**src/rtl/core/formation_goal_generator_macros.svh**
```systemverilog
// Assertion macros shared by the formation goal generator RTL.
`ifndef FORMATION_GOAL_GENERATOR_MACROS_SVH
`define FORMATION_GOAL_GENERATOR_MACROS_SVH

// Same-cycle implication, clocked on i_clk, off while i_rst_n is low.
`define FGG_ASSERT_IMP(name, ante, cons, msg) \
    name: assert property (@(posedge i_clk) disable iff (!i_rst_n) (ante) |-> (cons)) \
        else $error(msg);

// Next-cycle implication, clocked on i_clk, off while i_rst_n is low.
`define FGG_ASSERT_NXT(name, ante, cons, msg) \
    name: assert property (@(posedge i_clk) disable iff (!i_rst_n) (ante) |=> (cons)) \
        else $error(msg);

`endif

```
**src/rtl/core/fgg_pkg.sv**
```systemverilog
// Shared types, constants and tables of the formation goal generator.
package fgg_pkg;

    localparam int NUM_ROBOTS_DEF = 4;
    localparam int NUM_SLOTS_DEF  = 3;

    localparam int POS_W  = 32;
    localparam int HD_W   = 16;
    localparam int SP_W   = 16;
    localparam int H_W    = 4;   // slot offset in half units, -6..6
    localparam int TRIG_W = 32;  // Q2.30 cosine / sine
    localparam int ANG_W  = 33;  // CORDIC residual angle

    localparam int CORDIC_STEPS = 30;
    localparam logic signed [TRIG_W-1:0] CORDIC_GAIN = 32'sd652032874;

    localparam logic [TRIG_W-1:0] ATAN_TAB [CORDIC_STEPS] = '{
        32'h20000000, 32'h12E4051E, 32'h09FB385B, 32'h051111D4, 32'h028B0D43,
        32'h0145D7E1, 32'h00A2F61E, 32'h00517C55, 32'h0028BE53, 32'h00145F2F,
        32'h000A2F98, 32'h000517CC, 32'h00028BE6, 32'h000145F3, 32'h0000A2FA,
        32'h0000517D, 32'h000028BE, 32'h0000145F, 32'h00000A30, 32'h00000518,
        32'h0000028C, 32'h00000146, 32'h000000A3, 32'h00000051, 32'h00000029,
        32'h00000014, 32'h0000000A, 32'h00000005, 32'h00000003, 32'h00000001
    };

    localparam logic [SP_W-1:0] MIN_SPACING   = 16'd128;
    localparam logic [SP_W-1:0] SPACING_RESET = 16'd256;

    // register indexes
    localparam logic [1:0] REG_MODE    = 2'd0;
    localparam logic [1:0] REG_SPACING = 2'd1;
    localparam logic [1:0] REG_LEADER  = 2'd2;

    // request kinds
    localparam logic REQ_POSE = 1'b0;
    localparam logic REQ_TICK = 1'b1;

    // formation modes
    localparam logic [2:0] MODE_SQUARE  = 3'd0;
    localparam logic [2:0] MODE_DIAMOND = 3'd1;
    localparam logic [2:0] MODE_COLUMN  = 3'd2;
    localparam logic [2:0] MODE_LINE    = 3'd3;
    localparam logic [2:0] MODE_ESCORT  = 3'd4;

    typedef struct packed {
        logic signed [H_W-1:0] hx;
        logic signed [H_W-1:0] hy;
    } t_slot_ofs;

    typedef struct packed {
        logic signed [TRIG_W-1:0] c;
        logic signed [TRIG_W-1:0] s;
    } t_trig;

    function automatic t_slot_ofs mk_ofs(input int hx, input int hy);
        t_slot_ofs o;
        o.hx = H_W'(hx);
        o.hy = H_W'(hy);
        return o;
    endfunction

    // Slot offsets in half units. Unused modes fall to square.
    function automatic t_slot_ofs slot_offset(input logic [2:0] mode, input logic [1:0] slot);
        t_slot_ofs o;
        o = mk_ofs(0, 0);
        unique case (mode)
            MODE_DIAMOND: begin
                unique case (slot)
                    2'd0:    o = mk_ofs(-2, 0);
                    2'd1:    o = mk_ofs(0, -2);
                    2'd2:    o = mk_ofs(2, 0);
                    default: o = mk_ofs(0, 0);
                endcase
            end
            MODE_COLUMN: begin
                unique case (slot)
                    2'd0:    o = mk_ofs(0, -2);
                    2'd1:    o = mk_ofs(0, -4);
                    2'd2:    o = mk_ofs(0, -6);
                    default: o = mk_ofs(0, 0);
                endcase
            end
            MODE_LINE: begin
                unique case (slot)
                    2'd0:    o = mk_ofs(0, 2);
                    2'd1:    o = mk_ofs(0, 4);
                    2'd2:    o = mk_ofs(0, 6);
                    default: o = mk_ofs(0, 0);
                endcase
            end
            MODE_ESCORT: begin
                unique case (slot)
                    2'd0:    o = mk_ofs(2, 0);
                    2'd1:    o = mk_ofs(-2, -1);
                    2'd2:    o = mk_ofs(-2, 1);
                    default: o = mk_ofs(0, 0);
                endcase
            end
            default: begin
                unique case (slot)
                    2'd0:    o = mk_ofs(-2, 0);
                    2'd1:    o = mk_ofs(0, -2);
                    2'd2:    o = mk_ofs(-2, -2);
                    default: o = mk_ofs(0, 0);
                endcase
            end
        endcase
        return o;
    endfunction

endpackage

```
**src/rtl/core/fgg_pose_store.sv**
```systemverilog
// Per-robot pose registers with valid bits cleared at reset.
module fgg_pose_store #(
    parameter  int NUM_ROBOTS = fgg_pkg::NUM_ROBOTS_DEF,
    localparam int IDX_W      = (NUM_ROBOTS > 1) ? $clog2(NUM_ROBOTS) : 1
) (
    input  logic                                i_clk,
    input  logic                                i_rst_n,
    input  logic                                i_wr_en,
    input  logic [IDX_W-1:0]                    i_wr_idx,
    input  logic signed [fgg_pkg::POS_W-1:0]    i_wr_x,
    input  logic signed [fgg_pkg::POS_W-1:0]    i_wr_y,
    input  logic signed [fgg_pkg::HD_W-1:0]     i_wr_hd,
    input  logic [IDX_W-1:0]                    i_rd_idx,
    output logic signed [fgg_pkg::POS_W-1:0]    o_rd_x,
    output logic signed [fgg_pkg::POS_W-1:0]    o_rd_y,
    output logic signed [fgg_pkg::HD_W-1:0]     o_rd_hd,
    output logic                                o_rd_known
);
    logic signed [fgg_pkg::POS_W-1:0] r_x  [NUM_ROBOTS];
    logic signed [fgg_pkg::POS_W-1:0] r_y  [NUM_ROBOTS];
    logic signed [fgg_pkg::HD_W-1:0]  r_hd [NUM_ROBOTS];
    logic [NUM_ROBOTS-1:0]            r_known;

    always_ff @(posedge i_clk) begin
        if (!i_rst_n) begin
            r_known <= '0;
        end else if (i_wr_en) begin
            r_known[i_wr_idx] <= 1'b1;
        end
    end

    always_ff @(posedge i_clk) begin
        if (i_wr_en) begin
            r_x[i_wr_idx]  <= i_wr_x;
            r_y[i_wr_idx]  <= i_wr_y;
            r_hd[i_wr_idx] <= i_wr_hd;
        end
    end

    assign o_rd_x     = r_x[i_rd_idx];
    assign o_rd_y     = r_y[i_rd_idx];
    assign o_rd_hd    = r_hd[i_rd_idx];
    assign o_rd_known = r_known[i_rd_idx];

endmodule

```
**src/rtl/core/fgg_cordic.sv**
```systemverilog
// Iterative CORDIC: cosine and sine of a binary angle, one step per cycle.
module fgg_cordic (
    input  logic                              i_clk,
    input  logic                              i_rst_n,
    input  logic                              i_start,
    input  logic signed [fgg_pkg::HD_W-1:0]   i_heading,
    output logic                              o_done,
    output fgg_pkg::t_trig                    o_trig
);
    localparam int TW = fgg_pkg::TRIG_W;
    localparam int AW = fgg_pkg::ANG_W;
    localparam logic [4:0] LAST_STEP = 5'(fgg_pkg::CORDIC_STEPS - 1);

    logic              r_busy;
    logic              r_done;
    logic [4:0]        r_i;
    logic              r_flip;
    logic signed [TW-1:0] r_x, r_y;
    logic signed [AW-1:0] r_z;
    fgg_pkg::t_trig    r_trig;

    logic              n_flip;
    logic [TW-1:0]     start_ang;
    logic signed [TW-1:0] dx, dy, n_x, n_y;
    logic signed [AW-1:0] atan_ext, n_z;

    // turn by 180 degrees when beyond +-90, undo by negating at the end
    assign n_flip    = i_heading[15] ^ i_heading[14];
    assign start_ang = {i_heading[15] ^ n_flip, i_heading[14:0], 16'h0000};

    assign dx       = r_y >>> r_i;
    assign dy       = r_x >>> r_i;
    assign atan_ext = $signed({1'b0, fgg_pkg::ATAN_TAB[r_i]});

    always_comb begin
        if (!r_z[AW-1]) begin
            n_x = r_x - dx;
            n_y = r_y + dy;
            n_z = r_z - atan_ext;
        end else begin
            n_x = r_x + dx;
            n_y = r_y - dy;
            n_z = r_z + atan_ext;
        end
    end

    always_ff @(posedge i_clk) begin
        if (!i_rst_n) begin
            r_busy <= 1'b0;
            r_done <= 1'b0;
            r_i    <= '0;
        end else begin
            r_done <= 1'b0;
            if (i_start) begin
                r_busy <= 1'b1;
                r_i    <= '0;
            end else if (r_busy) begin
                r_i <= r_i + 5'd1;
                if (r_i == LAST_STEP) begin
                    r_busy <= 1'b0;
                    r_done <= 1'b1;
                end
            end
        end
    end

    always_ff @(posedge i_clk) begin
        if (i_start) begin
            r_x    <= fgg_pkg::CORDIC_GAIN;
            r_y    <= '0;
            r_z    <= $signed({start_ang[TW-1], start_ang});
            r_flip <= n_flip;
        end else if (r_busy) begin
            r_x <= n_x;
            r_y <= n_y;
            r_z <= n_z;
            if (r_i == LAST_STEP) begin
                r_trig.c <= r_flip ? -n_x : n_x;
                r_trig.s <= r_flip ? -n_y : n_y;
            end
        end
    end

    assign o_done = r_done;
    assign o_trig = r_trig;

endmodule

```
**src/rtl/core/fgg_rotate.sv**
```systemverilog
// Shared multiplier sequence: scales, rotates and offsets one slot goal.
module fgg_rotate (
    input  logic                              i_clk,
    input  logic                              i_rst_n,
    input  logic                              i_start,
    input  fgg_pkg::t_slot_ofs                i_ofs,
    input  logic [fgg_pkg::SP_W-1:0]          i_spacing,
    input  fgg_pkg::t_trig                    i_trig,
    input  logic signed [fgg_pkg::POS_W-1:0]  i_lead_x,
    input  logic signed [fgg_pkg::POS_W-1:0]  i_lead_y,
    output logic                              o_done,
    output logic signed [fgg_pkg::POS_W-1:0]  o_goal_x,
    output logic signed [fgg_pkg::POS_W-1:0]  o_goal_y
);
    localparam int HW    = fgg_pkg::H_W;
    localparam int SW    = fgg_pkg::SP_W;
    localparam int TW    = fgg_pkg::TRIG_W;
    localparam int PW    = fgg_pkg::POS_W;
    localparam int A_W   = HW + SW + 1;    // half offset times spacing
    localparam int P_W   = A_W + TW;       // product
    localparam int ACC_W = P_W + 1;
    localparam int RSH   = 23;             // x128 scale and Q2.30 -> Q16.16
    localparam int RX_W  = ACC_W - RSH;
    localparam int SUM_W = PW + 2;

    localparam logic [2:0] CNT_ACC_X0 = 3'd2;
    localparam logic [2:0] CNT_ACC_X1 = 3'd3;
    localparam logic [2:0] CNT_ACC_Y0 = 3'd4;
    localparam logic [2:0] CNT_ACC_Y1 = 3'd5;
    localparam logic [2:0] CNT_ROUND  = 3'd6;
    localparam logic [2:0] CNT_SAT    = 3'd7;

    localparam logic signed [ACC_W-1:0] HALF_LSB = ACC_W'(64'd1 << (RSH - 1));

    logic                    r_busy;
    logic                    r_done;
    logic [2:0]              r_cnt;
    logic signed [A_W-1:0]   r_a;
    logic signed [TW-1:0]    r_b;
    logic signed [P_W-1:0]   r_p;
    logic signed [ACC_W-1:0] r_acc_x, r_acc_y;
    logic signed [RX_W-1:0]  r_rx, r_ry;
    logic signed [PW-1:0]    r_gx, r_gy;

    logic signed [HW-1:0]    h_sel;
    logic signed [TW-1:0]    t_sel;
    logic signed [A_W-1:0]   n_a;
    logic signed [P_W-1:0]   a_ext, b_ext;
    logic signed [ACC_W-1:0] p_ext, rnd_x, rnd_y;
    logic signed [SUM_W-1:0] sum_x, sum_y;

    function automatic logic signed [PW-1:0] sat_pos(input logic signed [SUM_W-1:0] v);
        logic hi_same;
        hi_same = (v[SUM_W-1:PW-1] == '0) || (v[SUM_W-1:PW-1] == '1);
        if (hi_same) begin
            return v[PW-1:0];
        end else if (v[SUM_W-1]) begin
            return {1'b1, {(PW-1){1'b0}}};
        end else begin
            return {1'b0, {(PW-1){1'b1}}};
        end
    endfunction

    // issue order: hx*c, hy*s, hx*s, hy*c
    always_comb begin
        unique case (r_cnt[1:0])
            2'd0: begin h_sel = i_ofs.hx; t_sel = i_trig.c; end
            2'd1: begin h_sel = i_ofs.hy; t_sel = i_trig.s; end
            2'd2: begin h_sel = i_ofs.hx; t_sel = i_trig.s; end
            default: begin h_sel = i_ofs.hy; t_sel = i_trig.c; end
        endcase
    end

    assign n_a   = $signed({{(A_W-HW){h_sel[HW-1]}}, h_sel})
                 * $signed({{(A_W-SW){1'b0}}, i_spacing});
    assign a_ext = $signed({{(P_W-A_W){r_a[A_W-1]}}, r_a});
    assign b_ext = $signed({{(P_W-TW){r_b[TW-1]}}, r_b});
    assign p_ext = $signed({r_p[P_W-1], r_p});
    assign rnd_x = r_acc_x + HALF_LSB;
    assign rnd_y = r_acc_y + HALF_LSB;
    assign sum_x = $signed({{(SUM_W-PW){i_lead_x[PW-1]}}, i_lead_x})
                 + $signed({{(SUM_W-RX_W){r_rx[RX_W-1]}}, r_rx});
    assign sum_y = $signed({{(SUM_W-PW){i_lead_y[PW-1]}}, i_lead_y})
                 + $signed({{(SUM_W-RX_W){r_ry[RX_W-1]}}, r_ry});

    always_ff @(posedge i_clk) begin
        if (!i_rst_n) begin
            r_busy <= 1'b0;
            r_done <= 1'b0;
            r_cnt  <= '0;
        end else begin
            r_done <= 1'b0;
            if (i_start) begin
                r_busy <= 1'b1;
                r_cnt  <= '0;
            end else if (r_busy) begin
                r_cnt <= r_cnt + 3'd1;
                if (r_cnt == CNT_SAT) begin
                    r_busy <= 1'b0;
                    r_done <= 1'b1;
                end
            end
        end
    end

    always_ff @(posedge i_clk) begin
        r_a <= n_a;
        r_b <= t_sel;
        r_p <= a_ext * b_ext;
        if (r_busy) begin
            unique case (r_cnt)
                CNT_ACC_X0: r_acc_x <= p_ext;
                CNT_ACC_X1: r_acc_x <= r_acc_x - p_ext;
                CNT_ACC_Y0: r_acc_y <= p_ext;
                CNT_ACC_Y1: r_acc_y <= r_acc_y + p_ext;
                CNT_ROUND: begin
                    r_rx <= rnd_x[ACC_W-1:RSH];
                    r_ry <= rnd_y[ACC_W-1:RSH];
                end
                CNT_SAT: begin
                    r_gx <= sat_pos(sum_x);
                    r_gy <= sat_pos(sum_y);
                end
                default: ;
            endcase
        end
    end

    assign o_done   = r_done;
    assign o_goal_x = r_gx;
    assign o_goal_y = r_gy;

endmodule

```
**src/rtl/core/formation_goal_generator.sv**
```systemverilog
// Formation goal generator top level: pose store, tick sequencer, goal output.
//
// Input stream (s_axis): one beat is a pose update (tuser = 0) or a tick (tuser = 1).
//   A pose update stores robot_index's position and heading and marks it known;
//   it yields no output beat.
// A tick with the leader's pose unknown is dropped. Otherwise the leader's
//   heading goes through a 30-step CORDIC (one step per cycle), then robots
//   are walked in index order: the leader gets its own pose, each follower
//   takes the next formation slot and goes through the shared multiplier
//   sequence (four products, round, saturate). Robots past the last slot are
//   skipped until the leader is reached.
// The length of a full tick is set by the CORDIC loop and the single shared
//   multiplier.
// Output stream (m_axis): one beat per goal, tlast on the final goal of the tick.
//   The output register lets the sequencer run on while a beat waits; a stalled
//   receiver stops the sequencer at its next goal. s_axis_tready is high only
//   between ticks, so pose updates are taken even while the last goal waits.
// Configuration (i_cfg_*): plain writes, to be issued only while idle since a tick
//   reads them throughout. Spacing writes below 0.5 m store 0.5 m; leader writes
//   past the robot count are ignored.
// Reset (synchronous, active low) clears all known marks, the registers to their
//   defaults and any tick in flight.
module formation_goal_generator #(
    parameter int NUM_ROBOTS = fgg_pkg::NUM_ROBOTS_DEF,
    parameter int NUM_SLOTS  = fgg_pkg::NUM_SLOTS_DEF
) (
    input  logic        i_clk,
    input  logic        i_rst_n,
    // slave side
    input  logic        s_axis_tvalid,
    output logic        s_axis_tready,
    input  logic [87:0] s_axis_tdata,   // robot_index[1:0], pos_x[33:2], pos_y[65:34],
                                        // heading[81:66], zero pad
    input  logic [0:0]  s_axis_tuser,   // req_type[0]
    // master side
    output logic        m_axis_tvalid,
    input  logic        m_axis_tready,
    output logic [87:0] m_axis_tdata,   // goal_robot[1:0], goal_x[33:2], goal_y[65:34],
                                        // goal_heading[81:66], zero pad
    output logic        m_axis_tlast,   // last_goal
    // configuration
    input  logic        i_cfg_we,
    input  logic [1:0]  i_cfg_index,
    input  logic [15:0] i_cfg_wdata
);
    `include "formation_goal_generator_macros.svh"

    localparam int IDX_W = (NUM_ROBOTS > 1) ? $clog2(NUM_ROBOTS) : 1;
    localparam int PW    = fgg_pkg::POS_W;
    localparam int HW    = fgg_pkg::HD_W;
    localparam int NUM_FOLLOW = (NUM_ROBOTS - 1 < NUM_SLOTS) ? NUM_ROBOTS - 1 : NUM_SLOTS;
    localparam logic [1:0] LAST_EMIT = 2'(NUM_FOLLOW);   // goals per tick minus one
    localparam logic [1:0] SLOT_LIM  = 2'(NUM_SLOTS);

    localparam logic [2:0] ST_IDLE   = 3'd0;
    localparam logic [2:0] ST_CORDIC = 3'd1;
    localparam logic [2:0] ST_SCAN   = 3'd2;
    localparam logic [2:0] ST_ROT    = 3'd3;
    localparam logic [2:0] ST_EMIT   = 3'd4;

    // configuration registers
    logic [2:0]             r_mode;
    logic [fgg_pkg::SP_W-1:0] r_spacing;
    logic [1:0]             r_leader;

    // sequencer
    logic [2:0]             r_state, n_state;
    logic [IDX_W-1:0]       r_robot;
    logic [1:0]             r_slot;
    logic [1:0]             r_emit;
    logic signed [PW-1:0]   r_lx, r_ly;
    logic signed [HW-1:0]   r_lh;

    // output register
    logic                   r_out_valid;
    logic                   r_out_last;
    logic [1:0]             r_out_robot;
    logic signed [PW-1:0]   r_out_x, r_out_y;
    logic signed [HW-1:0]   r_out_hd;

    logic                   in_accept, is_tick, pose_wr, tick_go;
    logic [1:0]             in_robot;
    logic signed [PW-1:0]   in_x, in_y;
    logic signed [HW-1:0]   in_hd;
    logic [IDX_W+1:0]       wr_ext, lead_ext, robot_ext;
    logic                   is_leader, out_free, emit_fire, emit_last, rot_start;
    logic [2:0]             mode_eff;
    logic signed [PW-1:0]   st_x, st_y;
    logic signed [HW-1:0]   st_hd;
    logic                   lead_known;
    logic                   cordic_done, rot_done;
    fgg_pkg::t_trig         trig;
    fgg_pkg::t_slot_ofs     ofs;
    logic signed [PW-1:0]   rot_x, rot_y;

    assign in_robot = s_axis_tdata[1:0];
    assign in_x     = $signed(s_axis_tdata[33:2]);
    assign in_y     = $signed(s_axis_tdata[65:34]);
    assign in_hd    = $signed(s_axis_tdata[81:66]);

    assign s_axis_tready = (r_state == ST_IDLE);
    assign in_accept     = s_axis_tvalid && s_axis_tready;
    assign is_tick       = (s_axis_tuser[0] == fgg_pkg::REQ_TICK);
    assign pose_wr       = in_accept && !is_tick && (int'(in_robot) < NUM_ROBOTS);
    assign tick_go       = in_accept && is_tick && lead_known;

    assign wr_ext    = {{IDX_W{1'b0}}, in_robot};
    assign lead_ext  = {{IDX_W{1'b0}}, r_leader};
    assign robot_ext = {2'b00, r_robot};
    assign is_leader = (robot_ext == lead_ext);

    // modes past escort behave as square
    assign mode_eff = (r_mode <= fgg_pkg::MODE_ESCORT) ? r_mode : fgg_pkg::MODE_SQUARE;
    assign ofs      = fgg_pkg::slot_offset(mode_eff, r_slot);

    assign out_free  = !r_out_valid || m_axis_tready;
    assign emit_fire = (r_state == ST_EMIT) && out_free;
    assign emit_last = (r_emit == LAST_EMIT);
    assign rot_start = (r_state == ST_SCAN) && !is_leader && (r_slot < SLOT_LIM);

    fgg_pose_store #(
        .NUM_ROBOTS (NUM_ROBOTS)
    ) u_store (
        .i_clk      (i_clk),
        .i_rst_n    (i_rst_n),
        .i_wr_en    (pose_wr),
        .i_wr_idx   (wr_ext[IDX_W-1:0]),
        .i_wr_x     (in_x),
        .i_wr_y     (in_y),
        .i_wr_hd    (in_hd),
        .i_rd_idx   (lead_ext[IDX_W-1:0]),
        .o_rd_x     (st_x),
        .o_rd_y     (st_y),
        .o_rd_hd    (st_hd),
        .o_rd_known (lead_known)
    );

    fgg_cordic u_cordic (
        .i_clk     (i_clk),
        .i_rst_n   (i_rst_n),
        .i_start   (tick_go),
        .i_heading (st_hd),
        .o_done    (cordic_done),
        .o_trig    (trig)
    );

    fgg_rotate u_rotate (
        .i_clk     (i_clk),
        .i_rst_n   (i_rst_n),
        .i_start   (rot_start),
        .i_ofs     (ofs),
        .i_spacing (r_spacing),
        .i_trig    (trig),
        .i_lead_x  (r_lx),
        .i_lead_y  (r_ly),
        .o_done    (rot_done),
        .o_goal_x  (rot_x),
        .o_goal_y  (rot_y)
    );

    // configuration writes
    always_ff @(posedge i_clk) begin
        if (!i_rst_n) begin
            r_mode    <= fgg_pkg::MODE_SQUARE;
            r_spacing <= fgg_pkg::SPACING_RESET;
            r_leader  <= '0;
        end else if (i_cfg_we) begin
            unique case (i_cfg_index)
                fgg_pkg::REG_MODE:    r_mode <= i_cfg_wdata[2:0];
                fgg_pkg::REG_SPACING: begin
                    r_spacing <= (i_cfg_wdata < fgg_pkg::MIN_SPACING) ?
                                 fgg_pkg::MIN_SPACING : i_cfg_wdata;
                end
                fgg_pkg::REG_LEADER: begin
                    if (int'(i_cfg_wdata[1:0]) < NUM_ROBOTS) begin
                        r_leader <= i_cfg_wdata[1:0];
                    end
                end
                default: ;
            endcase
        end
    end

    // tick sequencer
    always_comb begin
        n_state = r_state;
        unique case (r_state)
            ST_IDLE:   if (tick_go)     n_state = ST_CORDIC;
            ST_CORDIC: if (cordic_done) n_state = ST_SCAN;
            ST_SCAN: begin
                if (is_leader) begin
                    n_state = ST_EMIT;
                end else if (r_slot < SLOT_LIM) begin
                    n_state = ST_ROT;
                end
            end
            ST_ROT:    if (rot_done)    n_state = ST_EMIT;
            ST_EMIT: begin
                if (out_free) begin
                    n_state = emit_last ? ST_IDLE : ST_SCAN;
                end
            end
            default:   n_state = ST_IDLE;
        endcase
    end

    always_ff @(posedge i_clk) begin
        if (!i_rst_n) begin
            r_state <= ST_IDLE;
            r_robot <= '0;
            r_slot  <= '0;
            r_emit  <= '0;
        end else begin
            r_state <= n_state;
            if (tick_go) begin
                r_robot <= '0;
                r_slot  <= '0;
                r_emit  <= '0;
            end else if (r_state == ST_SCAN && !is_leader && !(r_slot < SLOT_LIM)) begin
                // no slot left for this robot: skip it
                r_robot <= r_robot + 1'b1;
            end else if (emit_fire && !emit_last) begin
                r_robot <= r_robot + 1'b1;
                r_emit  <= r_emit + 2'd1;
                if (!is_leader) begin
                    r_slot <= r_slot + 2'd1;
                end
            end
        end
    end

    // leader pose snapshot for the whole tick
    always_ff @(posedge i_clk) begin
        if (tick_go) begin
            r_lx <= st_x;
            r_ly <= st_y;
            r_lh <= st_hd;
        end
    end

    // output register
    always_ff @(posedge i_clk) begin
        if (!i_rst_n) begin
            r_out_valid <= 1'b0;
        end else if (emit_fire) begin
            r_out_valid <= 1'b1;
        end else if (m_axis_tready) begin
            r_out_valid <= 1'b0;
        end
    end

    always_ff @(posedge i_clk) begin
        if (emit_fire) begin
            r_out_last  <= emit_last;
            r_out_robot <= robot_ext[1:0];
            r_out_x     <= is_leader ? r_lx : rot_x;
            r_out_y     <= is_leader ? r_ly : rot_y;
            r_out_hd    <= r_lh;
        end
    end

    assign m_axis_tvalid = r_out_valid;
    assign m_axis_tlast  = r_out_last;
    assign m_axis_tdata  = {6'd0, r_out_hd, r_out_y, r_out_x, r_out_robot};

    // checks
    `FGG_ASSERT_IMP(a_mid_tick_busy, r_out_valid && !r_out_last, r_state != ST_IDLE,
                    "non-final goal waiting while sequencer idle")
    `FGG_ASSERT_NXT(a_unknown_leader_drop, in_accept && is_tick && !lead_known,
                    r_state == ST_IDLE, "tick without leader pose was not dropped")
    `FGG_ASSERT_IMP(a_rot_done_in_rot, rot_done, r_state == ST_ROT,
                    "rotation result outside rotation phase")
    `FGG_ASSERT_IMP(a_emit_bound, r_state != ST_IDLE, r_emit <= LAST_EMIT,
                    "goal count ran past the tick size")

endmodule
```
**config.mk**
```make
export PLATFORM = sky130hd
export DESIGN_NAME = formation_goal_generator
export DESIGN_NICKNAME = d
export VERILOG_FILES = /design/src/rtl/core/fgg_pkg.sv /design/src/rtl/core/fgg_pose_store.sv /design/src/rtl/core/fgg_cordic.sv /design/src/rtl/core/fgg_rotate.sv /design/src/rtl/core/formation_goal_generator.sv
export VERILOG_INCLUDE_DIRS = /design/src /design/src/rtl/core
export SDC_FILE = /design/constraint.sdc
export NUM_CORES = 2
export LEC_CHECK = 0
export BUFFER_PORTS_ARGS = -buffer_cell sky130_fd_sc_hd__clkbuf_2
export CELL_PAD_IN_SITES_DETAIL_PLACEMENT = 1
export CELL_PAD_IN_SITES_GLOBAL_PLACEMENT = 2
export CORE_MARGIN = 5
export CORE_UTILIZATION = 35
export CTS_BUF_LIST = sky130_fd_sc_hd__clkbuf_8
export DETAILED_ROUTE_END_ITERATION = 12
export PLACE_DENSITY = 0.77
export SLEW_MARGIN = 20
export SYNTH_ARGS = -nofsm -noshare
export SYNTH_HDL_FRONTEND = slang
export SYNTH_SLANG_ARGS = --single-unit
export TNS_END_PERCENT = 20
```
**constraint.sdc**
```tcl
create_clock -name i_clk -period 17.8 [get_ports i_clk]
set_input_delay 0 -clock i_clk [delete_from_list [all_inputs] [get_ports i_clk]]
set_output_delay 0 -clock i_clk [all_outputs]
set_load 0.02 [all_outputs]
```
; ---- After elaboration in Yosys (flattened, before gate mapping)
; Memories as Yosys holds them, arrays and structs flattened. A register that Yosys moved wholly into a read port is not among the register bits.
; Index checks and enable logic that the tools add are counted.
[word_totals]
register_bits = 648
ramBits = 320
mem_bits_ro = 1024
output_inout_bits = 91
word_cells = 212
memories = 4
[mem_list]
columns = memory, words, width, rd, rd_clocked_by_memory_dff, write_ports, line
row1 = (name not given), 32, 32, 1, 0, 0, fgg_cordic.sv:33  ; assign atan_ext = $signed({1'b0, fgg_pkg::ATAN_TAB[r_i]});
row2 = u_store.r_x, 4, 32, 1, 1, 1, fgg_pose_store.sv:19  ; logic signed [fgg_pkg::POS_W-1:0] r_x [NUM_ROBOTS];
row3 = u_store.r_y, 4, 32, 1, 1, 1, fgg_pose_store.sv:20  ; logic signed [fgg_pkg::POS_W-1:0] r_y [NUM_ROBOTS];
row4 = u_store.r_hd, 4, 16, 1, 1, 1, fgg_pose_store.sv:21  ; logic signed [fgg_pkg::HD_W-1:0] r_hd [NUM_ROBOTS];
[op_classes]
addsub = 19
multipliers = 2
n_lt_le_gt_ge = 7
eq_ne = 30
shifts = 2
n_mux = 55
bitwise_logic = 10
reduce_logical = 46
[ops]
columns = op, n
row1 = 2-to-1 mux 32 bit, 13
row2 = case mux 54 bit (2 select lines), 2
row3 = adder 54 x 24 -> 54 bit (second input constant), 2
row4 = 2-to-1 mux 33 bit, 3
row5 = case mux 8 bit (3 select lines), 3
row6 = adder 32 x 31 -> 33 bit, 2
row7 = adder 32 bit, 2
row8 = negation 32 bit, 2
row9 = >>> shifter 32 x 5 -> 32 bit, 2
row10 = subtractor 32 bit, 2
row11 = adder 54 x 53 -> 54 bit, 1
row12 = subtractor 54 x 53 -> 54 bit, 1
row13 = multiplier 21 x 32 -> 53 bit, 1
row14 = adder 33 bit, 1
row15 = subtractor 33 bit, 1
row16 = case mux 8 bit (4 select lines), 1
row17 = equality test 3 bit (second input constant), 8
row18 = multiplier 4 x 17 -> 21 bit, 1
row19 = 2-to-1 mux 3 bit, 7
row20 = equality test 3 x 2 -> 1 bit (second input constant), 6
row21 = < comparator 16 x 8 -> 1 bit (second input constant), 1
row22 = 2-to-1 mux 16 bit, 1
row23 = AND reduction 2 bit, 8
row24 = case mux 3 bit (5 select lines), 1
row25 = other kinds (37), 99

; ---- Logic depth before layout (Yosys ltp)
[depth]
word_depth = 8
depth_mapped = 30
depth_no_buf = 28

; ---- Hierarchy
; Synthesis repeated with hierarchy kept, for this count alone.
[hier_totals]
hier_cells = 8268
hier_area_um2 = 85557.1
[by_module_without_submodules]
columns = module, n_inst, cells_per_inst, area_per_inst_um2, seq_area_each_um2
row1 = fgg_rotate, 1, 5186, 47465.5, 9248.9
row2 = fgg_cordic, 1, 2213, 18920.6, 4204.0
row3 = fgg_pose_store, 1, 431, 11790.1, 9689.3
row4 = formation_goal_generator, 1, 438, 7380.8, 5515.3

; ---- Least setup slack after synthesis
; Ideal clock, no wire load.
[synth_path]
kind = flip-flop to flip-flop
startpoint = reg r_state[1]
endpoint = mem u_store.r_hd[1][0] in the netlist's numbering, enable pin
setup_time_ns = 0.751
t_arrival_ns = 9.632
slack_ns = 7.417
stages_incl_launch_ff = 5
path_buffers = 1
cell_sequence = dfxtp_1 > clkbuf_1 > nor3_1 > nand2_1 > nor4b_1
[synth_via]
elab_chain_cells = 5
[synth_rtl]
columns = item, line
row1 = "start, declared", formation_goal_generator.sv:67  ; logic [2:0] r_state, n_state;
row2 = "start signal, assigned", formation_goal_generator.sv:214  ; r_state <= n_state;
row3 = logical NOT 3 bit, formation_goal_generator.sv:101  ; assign s_axis_tready = (r_state == ST_IDLE);
row4 = via s_axis_tready, formation_goal_generator.sv:31  ; output logic s_axis_tready,
row5 = logical AND 1 bit, formation_goal_generator.sv:102  ; assign in_accept = s_axis_tvalid && s_axis_tready;
row6 = logical AND 1 bit, formation_goal_generator.sv:104  ; assign pose_wr = in_accept && !is_tick && (int'(in_robot) < NUM_ROBOTS);
row7 = 2-to-1 mux 1 bit, fgg_pose_store.sv:33  ; if (i_wr_en) begin
row8 = 2-to-1 mux 1 bit (implied by the code), fgg_pose_store.sv:36  ; r_hd[i_wr_idx] <= i_wr_hd;
row9 = "end, declared", fgg_pose_store.sv:21
; The timed path passes the listed nets, and every way through them passes these cells.

; ---- Worst setup path in the final report
[layout_path]
startpoint = reg u_rotate.r_b[18]
endpoint = reg u_rotate.r_p[52]
[layout_via]
elab_chain_cells = 1
[layout_rtl]
columns = item, line
row1 = "start, declared", fgg_rotate.sv:39  ; logic signed [TW-1:0] r_b;
row2 = "start signal, assigned", fgg_rotate.sv:108  ; r_b <= t_sel;
row3 = multiplier 21 x 32 -> 53 bit, fgg_rotate.sv:109  ; r_p <= a_ext * b_ext;
row4 = "end signal, assigned", fgg_rotate.sv:109
row5 = "end, declared", fgg_rotate.sv:40  ; logic signed [P_W-1:0] r_p;
; No other way between the ends.
; A chain may end at the register's enable or synchronous reset.

==> impl_metrics.env <==
export IMPL_outcome="completed"
export IMPL_vias=62000
export IMPL_die_w_um=500
export IMPL_cpPeakStageDelay_ns=1.09
export IMPL_worstSkewPairLatency_ns=0.97
export IMPL_antenna_found_initial=7
export IMPL_crit_type="flip-flop to flip-flop"
export IMPL_yosys_warnings=0
export IMPL_crit_path_start="u_rotate.r_b[18]"
export IMPL_die_h_um=500
export IMPL_slowest_stage="dfxtp_1"
export IMPL_ys_ff_latch=1034
export IMPL_min_delay_start="i_rst_n"
export IMPL_tns_ns=0
export IMPL_worstPathArrival_ns=9.85
export IMPL_r2r_start="u_rotate.r_b[18]"
export IMPL_syn_inst=8099
export IMPL_cts_buffers=180
export IMPL_drtIter0Drc=3404
export IMPL_slew_violations=0
export IMPL_rsz0062_at_grt="no"
export IMPL_cts_path_max_buffers=3
export IMPL_path_common_cell="fa_1"
export IMPL_slew_headroom_pct=22.1
export IMPL_finalSetupViolCount=0
export IMPL_drc=0
export IMPL_grt_pass1_wl_mm=402
export IMPL_overflow=0
export IMPL_ys_flop_type="edfxtp_1"
export IMPL_cp_required_ns=18.62
export IMPL_fmaxAchievable_ghz=0.111
export IMPL_fin_worst_skew_ns=0.0674
export IMPL_avgViaCountPerCell=5.27
export IMPL_endpoint_kind="flip-flop"
export IMPL_fin_crit_ns=9.03
export IMPL_layout_drive_gt1_share_pct=10.8
export IMPL_grt_max_degree=101
export IMPL_fin_nets=9707
export IMPL_row_count=179
export IMPL_area_growth_pct=12.7
export IMPL_synthArstFlopShare_pct=0
export IMPL_hp_class="input port to flip-flop"
export IMPL_io_buffers=190
export IMPL_grt_pass1_vias=67700
export IMPL_crit_path_max_fanout=21
export IMPL_htree_levels=4
export IMPL_synth_seq_area_share_pct=34.2
export IMPL_drt_total_wl_mm=259
export IMPL_dp_hpwl_mm=195
export IMPL_cap_violations=0
export IMPL_gp_congestion=0.892
export IMPL_io_pins=203
export IMPL_grtUsageTotal_pct=20.5
export IMPL_antenna_left=0
export IMPL_initial_core_util_pct=35.2
export IMPL_cp_cell_sequence="nand2_1, fa_1, fa_1, fa_1, inv_1, fa_1, fa_1, fa_1, inv_1, fa_1, inv_1, ha_1, a211oi_1, nand2_1, o31ai_1, o21ai_0, a41o_1, a21oi_1, o31ai_1, o41ai_1, nor4_1, o41a_1, xnor2_1"
export IMPL_clock_root_buffer="clkbuf_8"
export IMPL_clk_pin_slew_ns=0.06
export IMPL_worst_pin_slew_ns=1.17
export IMPL_cts_tree="built"
export IMPL_syn_area_per_cell_um2=10.4
export IMPL_finalCritPeriodShare_pct=50.7
export IMPL_post_drt_wl_per_cell_um=22.1
export IMPL_synth_cell_types=106
export IMPL_die_area_um2=250000
export IMPL_post_cts_setup_buffers=0
export IMPL_core_area_um2=238000
export IMPL_critPathLaunchType="flip-flop"
export IMPL_cts_sinks=1034
export IMPL_synth_area_um2=83900
export IMPL_finalHoldViolations=0
export IMPL_drt_first_pass_iters=5
export IMPL_synth_edf_count=799
-- final timing paths --
check | end | slack (ns) | cells after the start
min reg2reg | r_out_hd[5] | 0.41 | 0
max reg2reg | u_rotate.r_p[52] | 8.77 | 23
max | u_rotate.r_p[52] | 8.77 | 23
min | u_rotate.r_cnt[1] | 0.15 | 4
-- synth_stat cells, types with 49 or more instances --
master | instances | area (µm²)
fa_1 | 704 | 14100
nand3_1 | 99 | 495
o21a_1 | 56 | 420
ha_1 | 463 | 5790
nor3_1 | 91 | 455
mux2i_1 | 102 | 1020
inv_1 | 989 | 3710
o21bai_1 | 51 | 383
a21oi_1 | 365 | 1830
dfxtp_1 | 235 | 4700
and2_1 | 329 | 2060
mux4_2 | 146 | 3290
o21ai_0 | 389 | 1950
nor2_1 | 450 | 1690
nand2b_1 | 62 | 388
clkbuf_1 | 284 | 1070
a31oi_1 | 55 | 344
and3_1 | 68 | 425
xor2_1 | 159 | 1390
a21o_1 | 160 | 1200
mux2_2 | 121 | 1360
nand2_1 | 848 | 3180
xnor2_1 | 328 | 2870
o31ai_1 | 50 | 375
nor2b_1 | 49 | 307
edfxtp_1 | 799 | 24000
-- layer usage --
| layer | up-vias | track usage [%] | wire (µm) |
|---|---|---|---|
| met1 | 32000 | 26.1 | 112000 |
| li1 | 28400 | - | - |
| met4 | 2 | 6.22 | 8170 |
| met5 | - | 0 | 13 |
| met3 | 366 | 2.39 | 8800 |
| met2 | 1166 | 36.5 | 130000 |
-- per-stage QoR --
stage               instances  util, %  cell area (µm²)  hold slack (ns)  setup slack [ns]
CTS                     11700     39.7            94500           0.0485              8.74
detailed placement      11200     37.0            88200            0.221              8.74
floorplan                8104        -            83900           0.0718              7.42
finish                  11800     39.7            94500            0.147              8.77
global route            11800     39.7            94500            0.136              8.40
global placement        11200     37.0            88200            0.214              8.73
-- registers in the layout, indices dropped and copies added (netlist names), 32 cells and up, named ones only --
signal,cells
u_store.r_x,128
u_store.r_y,128
u_cordic.o_trig,64
u_store.r_hd,64
u_rotate.r_acc_x,54
u_rotate.r_acc_y,54
u_rotate.r_p,53
u_cordic.r_z,33
r_lx,32
r_ly,32
r_out_x,32
r_out_y,32
u_cordic.r_x,32
u_cordic.r_y,32
u_rotate.o_goal_x,32
u_rotate.o_goal_y,32
u_rotate.r_b,32
-- final cells by class --
cell class | count | area, µm²
multi-input cells | 5720 | 50200
repair buffers | 499 | 3860
well taps | 3167 | 3960
clock inverters | 139 | 1340
clock buffers | 197 | 2710
flip-flops and latches | 1034 | 28700
fillers | 26600 | 144000
inverters | 993 | 3730
diodes | 6 | 15.0
-- cell families (layout without fill, tap and decap cells) --
logic type | after synthesis | after routing | share of synthesized area [%]
XOR/XNOR | 487 | 487 | 5.08
multiplexers | 374 | 374 | 6.92
adder cells (fa/ha/maj) | 1169 | 1169 | 23.7
AND/OR/NAND/NOR | 2208 | 2208 | 12.6
other | 1 | 12 | 0.00447
AO/OA/AOI/OAI | 1476 | 1476 | 11.3
buffers and inverters | 1350 | 1828 | 6.18
flip-flops | 1034 | 1034 | 34.2
-- layout by cell type, fill, tap and decap left out, types with 49 or more instances in the layout --
cell / netlist / layout
o21a_1: 56 / 56
xnor2_1: 328 / 328
inv_1: 989 / 1025
o21bai_1: 51 / 51
a21o_1: 160 / 160
dlygate4sd3_1: 0 / 225
clkbuf_8: 0 / 197
mux2_2: 121 / 121
buf_4: 6 / 82
a21oi_1: 365 / 365
and2_1: 329 / 329
a31oi_1: 55 / 55
nand2_1: 848 / 847
nand3_1: 99 / 99
clkbuf_2: 0 / 190
xor2_1: 159 / 159
fa_1: 704 / 704
nand2b_1: 62 / 62
mux2i_1: 102 / 99
dfxtp_1: 235 / 207
nor2_1: 450 / 445
ha_1: 463 / 462
nor3_1: 91 / 89
edfxtp_1: 799 / 799
nor2b_1: 49 / 49
mux4_2: 146 / 146
o21ai_0: 389 / 389
and3_1: 68 / 66
-- critical path: cells and delay by family, from the launching register on --
kind / cells / cell delay (ns)
DFF: 1 / 1.09
buffers and inverters: 3 / 0.15
adders and majority gates: 8 / 3.95
AOI/OAI and AO/OA: 8 / 3.01
xor gates and xnor gates: 1 / 0.22
and+or+nand+nor: 3 / 0.51
-- timing repair --
item / CTS / global route
hold endpoints to repair: 520 / 0
hold buffers: 226 / 0
gates resized for setup: 0 / 0
Power is not shown: default switching activity piles up to over one toggle a cycle in this logic, so the estimate is an artifact.
